$ cat config.mk
export PLATFORM = sky130hd
export DESIGN_NAME = escape_sequence_decoder_unit
export DESIGN_NICKNAME = d
export VERILOG_FILES = /design/src/sv/esd_pkg.sv /design/src/sv/esd_front.sv /design/src/sv/esd_fifo.sv /design/src/sv/esd_back.sv /design/src/sv/escape_sequence_decoder_unit.sv
export SDC_FILE = /design/constraint.sdc
export NUM_CORES = 1
export LEC_CHECK = 0
export BUFFER_PORTS_ARGS = -buffer_cell sky130_fd_sc_hd__buf_2
export CAP_MARGIN = 10
export CORE_MARGIN = 4
export CORE_UTILIZATION = 30
export DETAILED_ROUTE_END_ITERATION = 8
export PLACE_DENSITY_LB_ADDON = 0.12
export SLEW_MARGIN = 20
export SYNTH_ARGS = -nofsm -noshare
export SYNTH_HDL_FRONTEND = slang
export SYNTH_HIERARCHICAL = 1
export SYNTH_SLANG_ARGS = --single-unit
$ cat constraint.sdc
create_clock -name clk -period 5.9 [get_ports clk]
set_input_delay 1.18 -clock clk [delete_from_list [all_inputs] [get_ports clk]]
set_output_delay 1.18 -clock clk [all_outputs]
set_load 0.1 [all_outputs]
$ cat src/sv/esd_pkg.sv
`timescale 1ns / 1ps

package esd_pkg;

    typedef enum logic [2:0] {
        MODE_NORMAL = 3'd0,
        MODE_ESCAPE = 3'd1,
        MODE_HEX    = 3'd2,
        MODE_OCTAL  = 3'd3,
        MODE_RAW    = 3'd4
    } mode_t;

    // One decoded step: up to two bytes, or a bare end marker.
    typedef struct packed {
        logic       two;
        logic       has_char;
        logic [7:0] char0;
        logic [7:0] char1;
        logic       last;
    } job_t;

    localparam logic [7:0] CH_BSLASH = 8'h5C;
    localparam logic [7:0] CH_QUOTE  = 8'h27;
    localparam logic [7:0] CH_DQUOTE = 8'h22;
    localparam logic [7:0] CH_ZERO   = 8'h30;
    localparam logic [7:0] CH_SEVEN  = 8'h37;
    localparam logic [7:0] CH_NINE   = 8'h39;
    localparam logic [7:0] CH_UA     = 8'h41;
    localparam logic [7:0] CH_UF     = 8'h46;
    localparam logic [7:0] CH_LA     = 8'h61;
    localparam logic [7:0] CH_LB     = 8'h62;
    localparam logic [7:0] CH_LF     = 8'h66;
    localparam logic [7:0] CH_LN     = 8'h6E;
    localparam logic [7:0] CH_LR     = 8'h72;
    localparam logic [7:0] CH_LT     = 8'h74;
    localparam logic [7:0] CH_LV     = 8'h76;
    localparam logic [7:0] CH_LX     = 8'h78;

    localparam logic [7:0] CC_BEL = 8'h07;
    localparam logic [7:0] CC_BS  = 8'h08;
    localparam logic [7:0] CC_HT  = 8'h09;
    localparam logic [7:0] CC_LF  = 8'h0A;
    localparam logic [7:0] CC_VT  = 8'h0B;
    localparam logic [7:0] CC_FF  = 8'h0C;
    localparam logic [7:0] CC_CR  = 8'h0D;

endpackage

$ cat src/sv/esd_front.sv
`timescale 1ns / 1ps

module esd_front
(
    input  logic          clk,
    input  logic          rst_n,
    input  logic          accept,
    input  logic [7:0]    in_char,
    input  logic          in_end,
    output logic          push,
    output esd_pkg::job_t push_data
);
    import esd_pkg::*;

    mode_t      mode_reg, mode_next, mode_step;
    logic [1:0] cnt_reg, cnt_next, cnt_step;
    logic [7:0] acc_reg, acc_next, acc_step;

    logic       hex_ok;
    logic [3:0] hex_digit;
    logic       oct_ok;
    logic [7:0] hex_acc;
    logic [7:0] oct_acc;
    logic [1:0] cnt_inc;
    logic       esc_simple;
    logic [7:0] esc_byte;

    logic [1:0] emit_cnt;
    logic [7:0] byte0;
    logic [7:0] byte1;

    always_comb
    begin
        hex_ok    = 1'b1;
        hex_digit = 4'd0;
        if (in_char >= CH_ZERO && in_char <= CH_NINE)
            hex_digit = 4'(in_char - CH_ZERO);
        else if (in_char >= CH_LA && in_char <= CH_LF)
            hex_digit = 4'(in_char - CH_LA + 8'd10);
        else if (in_char >= CH_UA && in_char <= CH_UF)
            hex_digit = 4'(in_char - CH_UA + 8'd10);
        else
            hex_ok = 1'b0;
    end

    assign oct_ok  = (in_char >= CH_ZERO) && (in_char <= CH_SEVEN);
    assign hex_acc = {acc_reg[3:0], hex_digit};
    // '0'..'7' carry their digit value in the low three bits
    assign oct_acc = {acc_reg[4:0], in_char[2:0]};
    assign cnt_inc = cnt_reg + 2'd1;

    always_comb
    begin
        esc_simple = 1'b1;
        esc_byte   = in_char;
        unique case (in_char)
            CH_LA:     esc_byte = CC_BEL;
            CH_LB:     esc_byte = CC_BS;
            CH_LF:     esc_byte = CC_FF;
            CH_LN:     esc_byte = CC_LF;
            CH_LR:     esc_byte = CC_CR;
            CH_LT:     esc_byte = CC_HT;
            CH_LV:     esc_byte = CC_VT;
            CH_BSLASH: esc_byte = CH_BSLASH;
            CH_QUOTE:  esc_byte = CH_QUOTE;
            CH_DQUOTE: esc_byte = CH_DQUOTE;
            default:   esc_simple = 1'b0;
        endcase
    end

    // next state
    always_comb
    begin
        mode_step = mode_reg;
        cnt_step  = cnt_reg;
        acc_step  = acc_reg;
        unique case (mode_reg)
            MODE_ESCAPE:
            begin
                mode_step = MODE_NORMAL;
                if (in_char == CH_LX)
                begin
                    mode_step = MODE_HEX;
                    cnt_step  = 2'd0;
                    acc_step  = 8'd0;
                end
                else if (oct_ok)
                begin
                    mode_step = MODE_OCTAL;
                    cnt_step  = 2'd1;
                    acc_step  = {5'd0, in_char[2:0]};
                end
                else if (!esc_simple)
                    mode_step = MODE_RAW;
            end
            MODE_HEX:
            begin
                if (hex_ok && cnt_inc < 2'd2)
                begin
                    cnt_step = cnt_inc;
                    acc_step = hex_acc;
                end
                else
                begin
                    cnt_step  = 2'd0;
                    acc_step  = 8'd0;
                    mode_step = (!hex_ok && in_char == CH_BSLASH) ? MODE_ESCAPE : MODE_NORMAL;
                end
            end
            MODE_OCTAL:
            begin
                if (oct_ok && cnt_inc < 2'd3)
                begin
                    cnt_step = cnt_inc;
                    acc_step = oct_acc;
                end
                else
                begin
                    cnt_step  = 2'd0;
                    acc_step  = 8'd0;
                    mode_step = (!oct_ok && in_char == CH_BSLASH) ? MODE_ESCAPE : MODE_NORMAL;
                end
            end
            MODE_RAW:
                mode_step = MODE_RAW;
            default:
                mode_step = (in_char == CH_BSLASH) ? MODE_ESCAPE : MODE_NORMAL;
        endcase

        // end of string: back to the reset state
        if (in_end)
        begin
            mode_next = MODE_NORMAL;
            cnt_next  = 2'd0;
            acc_next  = 8'd0;
        end
        else
        begin
            mode_next = mode_step;
            cnt_next  = cnt_step;
            acc_next  = acc_step;
        end
    end

    // emitted bytes
    always_comb
    begin
        emit_cnt = 2'd0;
        byte0    = 8'd0;
        byte1    = 8'd0;
        unique case (mode_reg)
            MODE_ESCAPE:
            begin
                if (esc_simple)
                begin
                    byte0    = esc_byte;
                    emit_cnt = 2'd1;
                end
                else if (in_char != CH_LX && !oct_ok)
                begin
                    byte0    = in_char;
                    emit_cnt = 2'd1;
                end
            end
            MODE_HEX:
            begin
                if (hex_ok)
                begin
                    if (cnt_inc >= 2'd2)
                    begin
                        byte0    = hex_acc;
                        emit_cnt = 2'd1;
                    end
                end
                else
                begin
                    byte0    = acc_reg;
                    emit_cnt = 2'd1;
                    if (in_char != CH_BSLASH)
                    begin
                        byte1    = in_char;
                        emit_cnt = 2'd2;
                    end
                end
            end
            MODE_OCTAL:
            begin
                if (oct_ok)
                begin
                    if (cnt_inc >= 2'd3)
                    begin
                        byte0    = oct_acc;
                        emit_cnt = 2'd1;
                    end
                end
                else
                begin
                    byte0    = acc_reg;
                    emit_cnt = 2'd1;
                    if (in_char != CH_BSLASH)
                    begin
                        byte1    = in_char;
                        emit_cnt = 2'd2;
                    end
                end
            end
            MODE_RAW:
            begin
                byte0    = in_char;
                emit_cnt = 2'd1;
            end
            default:
            begin
                if (in_char != CH_BSLASH)
                begin
                    byte0    = in_char;
                    emit_cnt = 2'd1;
                end
            end
        endcase

        // flush a pending digit run; such a step has emitted nothing yet
        if (in_end && emit_cnt == 2'd0 && (mode_step == MODE_HEX || mode_step == MODE_OCTAL))
        begin
            byte0    = acc_step;
            emit_cnt = 2'd1;
        end
    end

    assign push               = accept && (emit_cnt != 2'd0 || in_end);
    assign push_data.two      = (emit_cnt == 2'd2);
    assign push_data.has_char = (emit_cnt != 2'd0);
    assign push_data.char0    = byte0;
    assign push_data.char1    = byte1;
    assign push_data.last     = in_end;

    always_ff @(posedge clk or negedge rst_n)
    begin
        if (!rst_n)
        begin
            mode_reg <= MODE_NORMAL;
            cnt_reg  <= 2'd0;
            acc_reg  <= 8'd0;
        end
        else if (accept)
        begin
            mode_reg <= mode_next;
            cnt_reg  <= cnt_next;
            acc_reg  <= acc_next;
        end
    end

endmodule

$ cat src/sv/esd_fifo.sv
`timescale 1ns / 1ps

module esd_fifo
#(
    parameter int DEPTH = 4
)
(
    input  logic          clk,
    input  logic          rst_n,
    input  logic          push,
    input  esd_pkg::job_t push_data,
    input  logic          pop,
    output esd_pkg::job_t pop_data,
    output logic          full,
    output logic          empty
);
    import esd_pkg::*;

    localparam int PTR_W = (DEPTH > 1) ? $clog2(DEPTH) : 1;
    localparam int CNT_W = $clog2(DEPTH + 1);

    job_t             slot_reg [DEPTH];
    logic [PTR_W-1:0] wr_ptr_reg, wr_ptr_next;
    logic [PTR_W-1:0] rd_ptr_reg, rd_ptr_next;
    logic [CNT_W-1:0] count_reg, count_next;
    logic             do_push;
    logic             do_pop;

    assign full     = (count_reg == CNT_W'(DEPTH));
    assign empty    = (count_reg == '0);
    assign do_push  = push && !full;
    assign do_pop   = pop && !empty;
    assign pop_data = slot_reg[rd_ptr_reg];

    always_comb
    begin
        wr_ptr_next = wr_ptr_reg;
        rd_ptr_next = rd_ptr_reg;
        count_next  = count_reg;
        if (do_push)
            wr_ptr_next = (wr_ptr_reg == PTR_W'(DEPTH - 1)) ? '0 : wr_ptr_reg + 1'b1;
        if (do_pop)
            rd_ptr_next = (rd_ptr_reg == PTR_W'(DEPTH - 1)) ? '0 : rd_ptr_reg + 1'b1;
        if (do_push && !do_pop)
            count_next = count_reg + 1'b1;
        else if (do_pop && !do_push)
            count_next = count_reg - 1'b1;
    end

    always_ff @(posedge clk or negedge rst_n)
    begin
        if (!rst_n)
        begin
            wr_ptr_reg <= '0;
            rd_ptr_reg <= '0;
            count_reg  <= '0;
        end
        else
        begin
            wr_ptr_reg <= wr_ptr_next;
            rd_ptr_reg <= rd_ptr_next;
            count_reg  <= count_next;
        end
    end

    always_ff @(posedge clk)
    begin
        if (do_push)
            slot_reg[wr_ptr_reg] <= push_data;
    end

endmodule

$ cat src/sv/esd_back.sv
`timescale 1ns / 1ps

module esd_back
(
    input  logic          clk,
    input  logic          rst_n,
    input  logic          empty,
    input  esd_pkg::job_t head,
    output logic          pop,
    output logic          out_valid,
    input  logic          out_stall,
    output logic [7:0]    out_char,
    output logic          has_char,
    output logic          out_end
);
    import esd_pkg::*;

    logic       out_valid_reg, out_valid_next;
    logic [7:0] out_char_reg, out_char_next;
    logic       has_char_reg, has_char_next;
    logic       out_end_reg, out_end_next;
    logic       sec_valid_reg, sec_valid_next;
    logic [7:0] sec_char_reg, sec_char_next;
    logic       sec_end_reg, sec_end_next;
    logic       slot_free;

    assign slot_free = !out_valid_reg || !out_stall;

    always_comb
    begin
        pop            = 1'b0;
        out_valid_next = out_valid_reg;
        out_char_next  = out_char_reg;
        has_char_next  = has_char_reg;
        out_end_next   = out_end_reg;
        sec_valid_next = sec_valid_reg;
        sec_char_next  = sec_char_reg;
        sec_end_next   = sec_end_reg;
        if (slot_free)
        begin
            if (sec_valid_reg)
            begin
                // drain the second byte of a two-byte step
                out_valid_next = 1'b1;
                out_char_next  = sec_char_reg;
                has_char_next  = 1'b1;
                out_end_next   = sec_end_reg;
                sec_valid_next = 1'b0;
            end
            else if (!empty)
            begin
                pop            = 1'b1;
                out_valid_next = 1'b1;
                out_char_next  = head.char0;
                has_char_next  = head.has_char;
                out_end_next   = head.last && !head.two;
                sec_valid_next = head.two;
                sec_char_next  = head.char1;
                sec_end_next   = head.last;
            end
            else
                out_valid_next = 1'b0;
        end
    end

    always_ff @(posedge clk or negedge rst_n)
    begin
        if (!rst_n)
        begin
            out_valid_reg <= 1'b0;
            sec_valid_reg <= 1'b0;
        end
        else
        begin
            out_valid_reg <= out_valid_next;
            sec_valid_reg <= sec_valid_next;
        end
    end

    always_ff @(posedge clk)
    begin
        out_char_reg <= out_char_next;
        has_char_reg <= has_char_next;
        out_end_reg  <= out_end_next;
        sec_char_reg <= sec_char_next;
        sec_end_reg  <= sec_end_next;
    end

    assign out_valid = out_valid_reg;
    assign out_char  = out_char_reg;
    assign has_char  = has_char_reg;
    assign out_end   = out_end_reg;

endmodule

$ cat src/sv/escape_sequence_decoder_unit.sv
// A result passes through the step queue and the output register after the word
// that causes it is accepted. One input word per cycle while in_stall is low; a word that
// decodes to two bytes gives two results; the QUEUE_DEPTH-entry step queue absorbs that.
// Reset: rst_n, asynchronous, active low, returns the decoder to normal mode and
// empties the queue and the output register.
`timescale 1ns / 1ps

module escape_sequence_decoder_unit
#(
    parameter int QUEUE_DEPTH = 4
)
(
    input  logic       clk,
    input  logic       rst_n,
    input  logic       in_valid,
    output logic       in_stall,
    input  logic [7:0] in_char,
    input  logic       in_end,
    output logic       out_valid,
    input  logic       out_stall,
    output logic [7:0] out_char,
    output logic       has_char,
    output logic       out_end
);
    import esd_pkg::*;

    logic accept;
    logic push;
    logic pop;
    logic full;
    logic empty;
    job_t push_data;
    job_t head;

    assign in_stall = full;
    assign accept   = in_valid && !full;

    esd_front u_front
    (
        .clk       (clk),
        .rst_n     (rst_n),
        .accept    (accept),
        .in_char   (in_char),
        .in_end    (in_end),
        .push      (push),
        .push_data (push_data)
    );

    esd_fifo #(.DEPTH(QUEUE_DEPTH)) u_fifo
    (
        .clk       (clk),
        .rst_n     (rst_n),
        .push      (push),
        .push_data (push_data),
        .pop       (pop),
        .pop_data  (head),
        .full      (full),
        .empty     (empty)
    );

    esd_back u_back
    (
        .clk       (clk),
        .rst_n     (rst_n),
        .empty     (empty),
        .head      (head),
        .pop       (pop),
        .out_valid (out_valid),
        .out_stall (out_stall),
        .out_char  (out_char),
        .has_char  (has_char),
        .out_end   (out_end)
    );

endmodule

-- Yosys cells after proc, flatten, opt, wreduce, memory -nomap -nowiden
Memories as Yosys holds them, arrays and structs flattened.
Cells that the tools add are included.
- add/subtract/negate cells: 10
- magnitude comparators: 11
- equal/unequal tests: 25
- multiplexer cells: 69
- bitwise gates (word level): 2
- reduce and logical (&&, ||, !) cells: 39
- operators by type and width (operator ; number):
    2-to-1 mux 8 bit ; 17
    case mux 8 bit (10 select lines) ; 1
    equality test 8 x 7 -> 1 bit (second input constant) ; 9
    case mux 8 bit (4 select lines) ; 1
    2-to-1 mux 2 bit ; 12
    2-to-1 mux 3 bit ; 8
    case mux 8 bit (3 select lines) ; 1
    2-to-1 mux 1 bit ; 22
    logical AND 1 bit ; 18
    equality test 8 x 6 -> 1 bit (second input constant) ; 2
    >= comparator 8 x 7 -> 1 bit (second input constant) ; 2
    less-or-equal comparator 8 x 6 -> 1 bit (second input constant) ; 2
    less-or-equal comparator 8 x 7 -> 1 bit (second input constant) ; 2
    != test 8 x 7 -> 1 bit (second input constant) ; 2
    case mux 8 bit (2 select lines) ; 1
    equality test 3 x 2 -> 1 bit (second input constant) ; 4
    2-to-1 mux 4 bit ; 3
    case mux 3 bit (4 select lines) ; 1
    subtractor 4 x 1 -> 4 bit (second input constant) ; 3
    OR reduction 10 bit ; 1
    zero test 1 bit ; 9
    adder 4 bit (second input constant) ; 2
    >= comparator 8 x 6 -> 1 bit (second input constant) ; 1
    case mux 2 bit (4 select lines) ; 1
    other kinds (19) ; 31
- register bits: 41
- RAM bits: 76
- bits of input ports: 13
- output and inout port bits: 12
- logic and storage cells: 170
- memories: 1
- memory list (name ; words ; bits a word ; read ports ; clocked after Yosys merged registers in ; write ports ; line ; source):
    u_fifo.slot_reg ; 4 ; 19 ; 1 ; 0 ; 1 ; esd_fifo.sv:22 ; job_t slot_reg [DEPTH];

-- Longest topological paths before layout
Gate-level depths: netlist of the first run.
- word-level depth: 22
- depth in mapped cells: 15
- depth with buffers taken out: 14

-- Modules after synthesis
Netlist of the first run, hierarchy kept.
- by module, submodules not included (module ; times used ; cells an instance ; area an instance (µm²) ; seq. area each (µm²)):
    esd_fifo ; 1 ; 136 ; 3190.6 ; 2457.4
    esd_front ; 1 ; 260 ; 1919.3 ; 325.3
    esd_back ; 1 ; 41 ; 813.3 ; 620.6
    escape_sequence_decoder_unit ; 1 ; 1 ; 13.8 ; 0.0

-- Worst setup path before layout of the first run
OpenSTA, ideal clock, no wires.
- path type: input port to flip-flop
- from: input in_char[0]
- to: register u_fifo.count_reg[2]
- library setup time: 79 ps
- arrival: 4135 ps
- data required time: 5821 ps
- setup slack: 1685 ps
- stages on the path: 15
- path buffers: 1
- path through: clkbuf_1 -> inv_1 -> ha_1 -> or3b_1 -> and4_1 -> nor2_1 -> o21ai_0 -> a41oi_1 -> nor2b_4 -> ha_1 -> inv_1 -> fa_1 -> xor2_1 -> nor2_1 -> xor2_1
- cells in the longest elaborated chain, start to end: 21
- elaborated cells between the ends (all ways): 68
- those cells by class: order compare: 7; eq/ne: 15; mux: 22; reduce/logical: 24
- ends and longest elaborated chain (item ; line ; source):
    from (decl) ; escape_sequence_decoder_unit.sv:17 ; input logic [7:0] in_char,
    >= comparator 8 x 7 -> 1 bit or less-or-equal comparator 8 x 7 -> 1 bit (tied branches) ; esd_front.sv:40 ; else if (in_char >= CH_UA && in_char <= CH_UF)
    logical AND 1 bit ; esd_front.sv:40 ;
    2-to-1 mux 1 bit ; esd_front.sv:40 ;
    2-to-1 mux 1 bit ; esd_front.sv:38 ; else if (in_char >= CH_LA && in_char <= CH_LF)
    2-to-1 mux 1 bit ; esd_front.sv:36 ; if (in_char >= CH_ZERO && in_char <= CH_NINE)
    zero test 1 bit ; esd_front.sv:107 ; mode_step = (!hex_ok && in_char == CH_BSLASH) ? MODE_ESCAPE : MODE_NORMAL;
    logical AND 1 bit ; esd_front.sv:107 ;
    2-to-1 mux 1 bit ; esd_front.sv:107 ;
    [... 7 more ...] ; n/a ;
    logical OR 1 bit (*) ; esd_front.sv:230 ; assign push = accept && (emit_cnt != 2'd0 || in_end);
    logical AND 1 bit (*) ; esd_front.sv:230 ;
    via push ; escape_sequence_decoder_unit.sv:28 ; logic push;
    logical AND 1 bit (*) ; esd_fifo.sv:31 ; assign do_push = push && !full;
    via u_fifo.do_push ; esd_fifo.sv:26 ; logic do_push;
    zero test 1 bit ; esd_fifo.sv:46 ; else if (do_pop && !do_push)
    logical AND 1 bit ; esd_fifo.sv:46 ;
    nonzero test 2 bit (no source line) ; n/a ;
    to (signal assigned) ; esd_fifo.sv:62 ; count_reg <= count_next;
    to (decl) ; esd_fifo.sv:25 ; logic [CNT_W-1:0] count_reg, count_next;
Mark *: on every way through the listed nets, which the timed path passes. The rest lies on a longest branch.
A chain may end at the register's enable or synchronous reset.

-- Worst setup path after layout of the first run
Same ends and word-level chain as after synthesis.

==> results.sh, run 1 <==
export IMPL_cts_max_path_buffers=2
export IMPL_final_util=0.358
export IMPL_wl_met2_um=7450
export IMPL_drv_cap=0
export IMPL_placedCellCount=706
export IMPL_worstSetupStartpoint="in_char[0]"
export IMPL_stdcell_count=738
export IMPL_pin_count=25
export IMPL_endpoint="u_fifo/count_reg[2]$_DFFE_PN0P_"
export IMPL_num_rows=51
export IMPL_vias=3894
export IMPL_met1_length_um=6730
export IMPL_min_period_ns=4.27
export IMPL_die_h_um=149
export IMPL_clk_insertion_delay_late_ns=0.40
export IMPL_cts_root_buf="clkbuf_16"
export IMPL_drive_above_1_share=0.241
export IMPL_fin_skew_ns=0.0118
export IMPL_via_per_inst=5.28
export IMPL_ctsHoldBuffers=0
export IMPL_ctsResizeCount=0
export IMPL_total_power_w=0.00336
export IMPL_n_antenna_cell=0
export IMPL_routedWlPerCell_um=20.4
export IMPL_synth_nets=463
export IMPL_synth_edff_count=95
export IMPL_synth_area_leaders="edfxtp_1 48%, dfrtp_1 9.3%, mux4_2 7.2%"
export IMPL_ant_nets=0
export IMPL_synth_most_common_cell="edfxtp_1"
export IMPL_r2r_setup_slack_ns=2.58
export IMPL_synth_top_area_share=0.481
export IMPL_dr_pass1_iters=8
export IMPL_grt_ovfl_total=0
export IMPL_synth_cells=438
export IMPL_powerDensity_mw_per_mm2=482
export IMPL_avgSynthCellArea_um2=13.6
export IMPL_core_mm2=0.0195
export IMPL_dpl_cell_area_mm2=0.00629
export IMPL_yosys_area_top_type="edfxtp_1"
export IMPL_setup_violations=0
export IMPL_timing_rr_end="u_fifo/count_reg[2]$_DFFE_PN0P_"
export IMPL_fin_tns_setup_ns=0
export IMPL_worstMarginPinSlew_ns=0.994
export IMPL_outcome="complete, no violations"
export IMPL_synth_cell_types=78
export IMPL_grt_pass1_wl_um=23800
export IMPL_dieWidth_um=149
export IMPL_antenna_found_initial=0
export IMPL_top_layer_used="met4"
export IMPL_postCtsSetupBuffers=0
export IMPL_seq_area_frac_synth=0.573
export IMPL_place_gp_congestion=0.881
export IMPL_cp_start_kind="primary input"
export IMPL_wl_met3_um=606
export IMPL_synthArstFlopShare=0.188
export IMPL_dieArea_mm2=0.0221
export IMPL_dp_hpwl_um=10300
export IMPL_max_freq_mhz=234
export IMPL_area_growth_pct=17.4
export IMPL_port_buffers=24
export IMPL_reg2regPathDepth=11
export IMPL_ys_ff_latch=117
export IMPL_grt_max_degree=27
export IMPL_hold_viol_final=0
export IMPL_crit_type="primary input to flip-flop"
export IMPL_grt_total_usage=0.144
export IMPL_slew_headroom=0.332
export IMPL_synthTopCellsByCount="95 x edfxtp_1, 31 x nand2_1, 22 x dfrtp_1, 22 x nor2_1, 19 x mux4_2"
export IMPL_wl_um=15100
export IMPL_ys_flop_type="edfxtp_1"
export IMPL_drt_initial_drc_count=391
export IMPL_drv_slew=0
export IMPL_cts_buffers=17
export IMPL_critPathRequiredTime_ns=6.23
export IMPL_crit_fanout=10
export IMPL_largest_reg_flops=76
export IMPL_grt_pass1_vias=4092
export IMPL_rsz0062_at_grt="false"
export IMPL_fin_crit_sh=0.724
export IMPL_leakagePower_nw=2.41
export IMPL_start_util=0.305
export IMPL_critPathArrivalTime_ns=4.60
export IMPL_clk_pin_slew_ns=0.06
export IMPL_post_route_drc_count=0
export IMPL_r2r_start="u_front/mode_reg[0]$_DFFE_PN0P_"
export IMPL_cp_end_kind="flip-flop"
export IMPL_cts_tree="yes"
export IMPL_nNetsFinal=485
export IMPL_postLayoutCellArea_mm2=0.00697
export IMPL_clock_sinks=117
export IMPL_syn_cell_area_mm2=0.00594
export IMPL_yosysWarnings=6
export IMPL_hold_class="flip-flop to flip-flop"
export IMPL_ir_drop_v=0.000221
export IMPL_h_tree_depth=4
worst min path at each step:
stage	from	endpoint	slack [ns]	cells past startpoint
2_1_floorplan	u_front/cnt_reg[1]$_DFFE_PN0P_	u_front/cnt_reg[1]$_DFFE_PN0P_	0.48	1
3_3_place_gp	u_front/cnt_reg[1]$_DFFE_PN0P_	u_front/cnt_reg[1]$_DFFE_PN0P_	0.51	1
3_5_place_dp	u_front/cnt_reg[1]$_DFFE_PN0P_	u_front/cnt_reg[1]$_DFFE_PN0P_	0.51	1
4_1_cts	u_front/cnt_reg[1]$_DFFE_PN0P_	u_front/cnt_reg[1]$_DFFE_PN0P_	0.52	1
5_1_grt	u_front/cnt_reg[1]$_DFFE_PN0P_	u_front/cnt_reg[1]$_DFFE_PN0P_	0.55	1
6_report	u_front/cnt_reg[1]$_DFFE_PN0P_	u_front/cnt_reg[1]$_DFFE_PN0P_	0.52	1
cell usage in the layout (no fill, tap or decap), types with 7 or more instances in the layout:
cell type	count
edfxtp_1	95
nand2_1	31
buf_2	24
dfrtp_1	22
nor2_1	21
mux4_2	19
clkbuf_16	17
o21ai_0	16
nor3_1	14
a21oi_1	13
inv_1	13
ha_1	11
nand3_1	9
o2bb2ai_1	9
mux2_4	7
buf_4	7
critical path, stage by stage:
cell	delay [ns]
buf_2	0.17
inv_1	0.12
ha_1	0.31
or3b_1	0.41
and4_1	0.26
nor2_1	0.32
o21ai_0	0.19
a41oi_1	0.32
nor2b_4	0.28
ha_1	0.20
inv_1	0.06
fa_1	0.37
xor2_1	0.15
nor2_1	0.11
xor2_1	0.14
final cells by class:
| class | count | area, um2 |
|---|---|---|
| fillers | 1909 | 12500 |
| flip-flops and latches | 117 | 3400 |
| multi-input cells | 279 | 2340 |
| clock buffers | 18 | 429 |
| well taps | 265 | 332 |
| clock inverters | 14 | 245 |
| repair buffers | 31 | 173 |
| inverters | 14 | 52.6 |
power by group:
group | total, W | internal [W] | switching, W | leakage (nW)
combinational | 0.000933 | 0.000340 | 0.000592 | 0.914
sequential | 0.00125 | 0.00114 | 0.000116 | 1.16
clock | 0.00117 | 0.000798 | 0.000375 | 0.328
total | 0.00336 | 0.00227 | 0.00108 | 2.41
per-layer routing:
layer	track usage	up-vias
met5	0	-
met4	0.0503	0
met3	0.0302	26
met2	0.239	113
met1	0.187	1976
li1	-	1779
stage by stage:
stage	hold WS, ns	worst slack [ns]
finish	0.520	1.63
global route	0.547	1.34
CTS	0.525	1.64
detailed placement	0.512	1.23
global placement	0.512	1.34
floorplan	0.481	1.69
logic make-up (layout without fill, tap and decap cells):
kind of cell	count (synthesis)	in the layout	synth area share
multiplexers	34	34	0.104
AND/OR/NAND/NOR	126	126	0.127
AO/OA/AOI/OAI	102	102	0.127
XOR/XNOR	4	4	0.00590
buffers and inverters	42	77	0.0339
adder cells (fa/ha/maj)	13	13	0.0285
flip-flops	117	117	0.573
No activity file was read; power rests on OpenSTA's default activity.
==> run 2: changes to the inputs <==
Clock period 5.9 ns to 3.6 ns, I/O delays scaled along.
==> results.sh, run 2 (same netlist as run 1, synthesis figures left out) <==
export IMPL_num_rows=51
export IMPL_grt_met2_usage=0.247
export IMPL_dieWidth_um=149
export IMPL_critPathRequiredTime_ns=3.93
export IMPL_cp_start_kind="primary input"
export IMPL_die_h_um=149
export IMPL_dr_pass1_iters=8
export IMPL_largest_reg_flops=76
export IMPL_cts_tree="yes"
export IMPL_rsz0062_at_grt="false"
export IMPL_h_tree_depth=4
export IMPL_clk_pin_slew_ns=0.06
export IMPL_start_util=0.305
export IMPL_routedWlPerCell_um=20.4
export IMPL_crit_buf_inv=3
export IMPL_critical_path_top_delay_family="simple AND/OR/NAND/NOR gates"
export IMPL_n_antenna_cell=0
export IMPL_via_per_inst=5.20
export IMPL_min_period_ns=3.36
export IMPL_postLayoutCellArea_mm2=0.00732
export IMPL_grt_ovfl_total=0
export IMPL_powerDensity_mw_per_mm2=737
export IMPL_ctsHoldBuffers=0
export IMPL_use_met1=0.197
export IMPL_core_mm2=0.0195
export IMPL_grt_total_usage=0.150
export IMPL_setup_violations=0
export IMPL_postCtsSetupBuffers=0
export IMPL_place_gp_congestion=0.920
export IMPL_area_growth_pct=23.2
export IMPL_final_common_cell="edfxtp_1"
export IMPL_ir_drop_v=0.000325
export IMPL_cp_end_kind="flip-flop"
export IMPL_post_route_drc_count=0
export IMPL_slew_headroom=0.358
export IMPL_fin_skew_ns=0.00823
export IMPL_grt_pass1_vias=4122
export IMPL_grt_max_degree=26
export IMPL_worstMarginPinSlew_ns=0.964
export IMPL_crit_slowest_cell="a41oi_1"
export IMPL_fin_tns_setup_ns=0
export IMPL_grtUsageMet3=0.0293
export IMPL_total_power_w=0.00540
export IMPL_setup_ws_ns=0.243
export IMPL_top_usage_layer="met2"
export IMPL_final_cell_mix="95 x edfxtp_1, 47 x buf_4, 31 x nand2_1"
export IMPL_fin_crit_sh=0.933
export IMPL_grt_pass1_wl_um=24700
export IMPL_crit_chain="buf_2 > inv_1 > ha_4 > or3b_1 > and4_1 > nor2_2 > o21ai_0 > a41oi_1 > nor2b_4 > ha_1 > inv_1 > fa_1 > xor2_1 > nor2_1 > xor2_1"
export IMPL_crit_type="primary input to flip-flop"
export IMPL_nNetsFinal=530
export IMPL_cts_buffers=17
export IMPL_cts_max_path_buffers=2
export IMPL_dp_worst_setup_slack_ns=-0.149
export IMPL_drive_above_1_share=0.313
export IMPL_dp_hpwl_um=11200
export IMPL_drv_slew=0
export IMPL_max_freq_mhz=298
export IMPL_wl_um=16000
export IMPL_drv_cap=0
export IMPL_port_buffers=24
export IMPL_ctsResizeCount=0
export IMPL_slowest_delay_ns=0.38
export IMPL_multi_input_area_mm2=0.00235
export IMPL_outcome="complete, no violations"
export IMPL_placedCellCount=751
export IMPL_clock_sinks=117
export IMPL_ant_nets=0
export IMPL_crit_fanout=3
export IMPL_vias=4071
export IMPL_stdcell_count=783
export IMPL_critPathArrivalTime_ns=3.69
export IMPL_antenna_found_initial=0
export IMPL_fill_cells=1867
export IMPL_hold_class="primary input to asynchronous set/reset pin"
export IMPL_clk_insertion_delay_late_ns=0.41
export IMPL_pin_count=25
export IMPL_drt_initial_drc_count=407
export IMPL_cts_root_buf="clkbuf_16"
export IMPL_dieArea_mm2=0.0221
export IMPL_leakagePower_nw=2.60
export IMPL_regArea_mm2=0.00340
export IMPL_hold_viol_final=0
export IMPL_dpl_cell_area_mm2=0.00671
==> run 2: where the power goes <==
group / internal, W / switching, W / leakage [nW]
logic: 0.000637 / 0.00100 / 1.15
registers: 0.00186 / 0.000205 / 1.16
clock network: 0.00109 / 0.000603 / 0.283
total: 0.00359 / 0.00181 / 2.60
==> run 2: metal layers <==
layer / up-vias / share of wire
met5: - / 0
li1: 1869 / -
met2: 149 / 0.49
met1: 2030 / 0.44
met3: 23 / 0.046
met4: 0 / 0.022
==> run 2: area by class of cell <==
cell class	instances	share of cell area
Inverter	14	0.00718
Multi-Input combinational cell	279	0.321
Clock buffer	17	0.0581
Timing Repair Buffer	76	0.0783
Clock inverter	15	0.0248
Tap cell	265	0.0453
Sequential cell	117	0.465
==> run 2: worst paths after layout <==
path / to / slack [ns] / cells past startpoint / from
worst max-delay path: u_fifo/count_reg[2]$_DFFE_PN0P_ / 0.24 / 15 / in_char[1]
worst min-delay path: u_back/out_valid$_DFFE_PN0P_ / 0.30 / 1 / rst_n
worst max register to register: u_fifo/count_reg[2]$_DFFE_PN0P_ / 0.55 / 11 / u_front/mode_reg[1]$_DFFE_PN0P_
worst min register to register: u_front/cnt_reg[1]$_DFFE_PN0P_ / 0.54 / 1 / u_front/cnt_reg[1]$_DFFE_PN0P_
max in group asynchronous: u_front/cnt_reg[0]$_DFFE_PN0P_ / 2.90 / 1 / rst_n
min in group clk: u_front/cnt_reg[1]$_DFFE_PN0P_ / 0.54 / 1 / u_front/cnt_reg[1]$_DFFE_PN0P_
==> run 2: metrics by stage <==
step | hold WS, ns | utilization
finish | 0.298 | 0.376
global route | 0.335 | 0.376
CTS | 0.313 | 0.376
detailed placement | 0.517 | 0.345
global placement | 0.519 | 0.345
floorplan | 0.424 | -
==> run 2: worst reg2reg max path, delay by kind of cell (launching register included) <==
kind                     cells  cell delay, ns
AND/OR/NAND/NOR              5            1.24
adder cells (fa/ha/maj)      2            0.54
flip-flops                   1            0.50
AO/OA/AOI/OAI                1            0.33
XOR/XNOR                     2            0.31
buffers and inverters        1            0.05
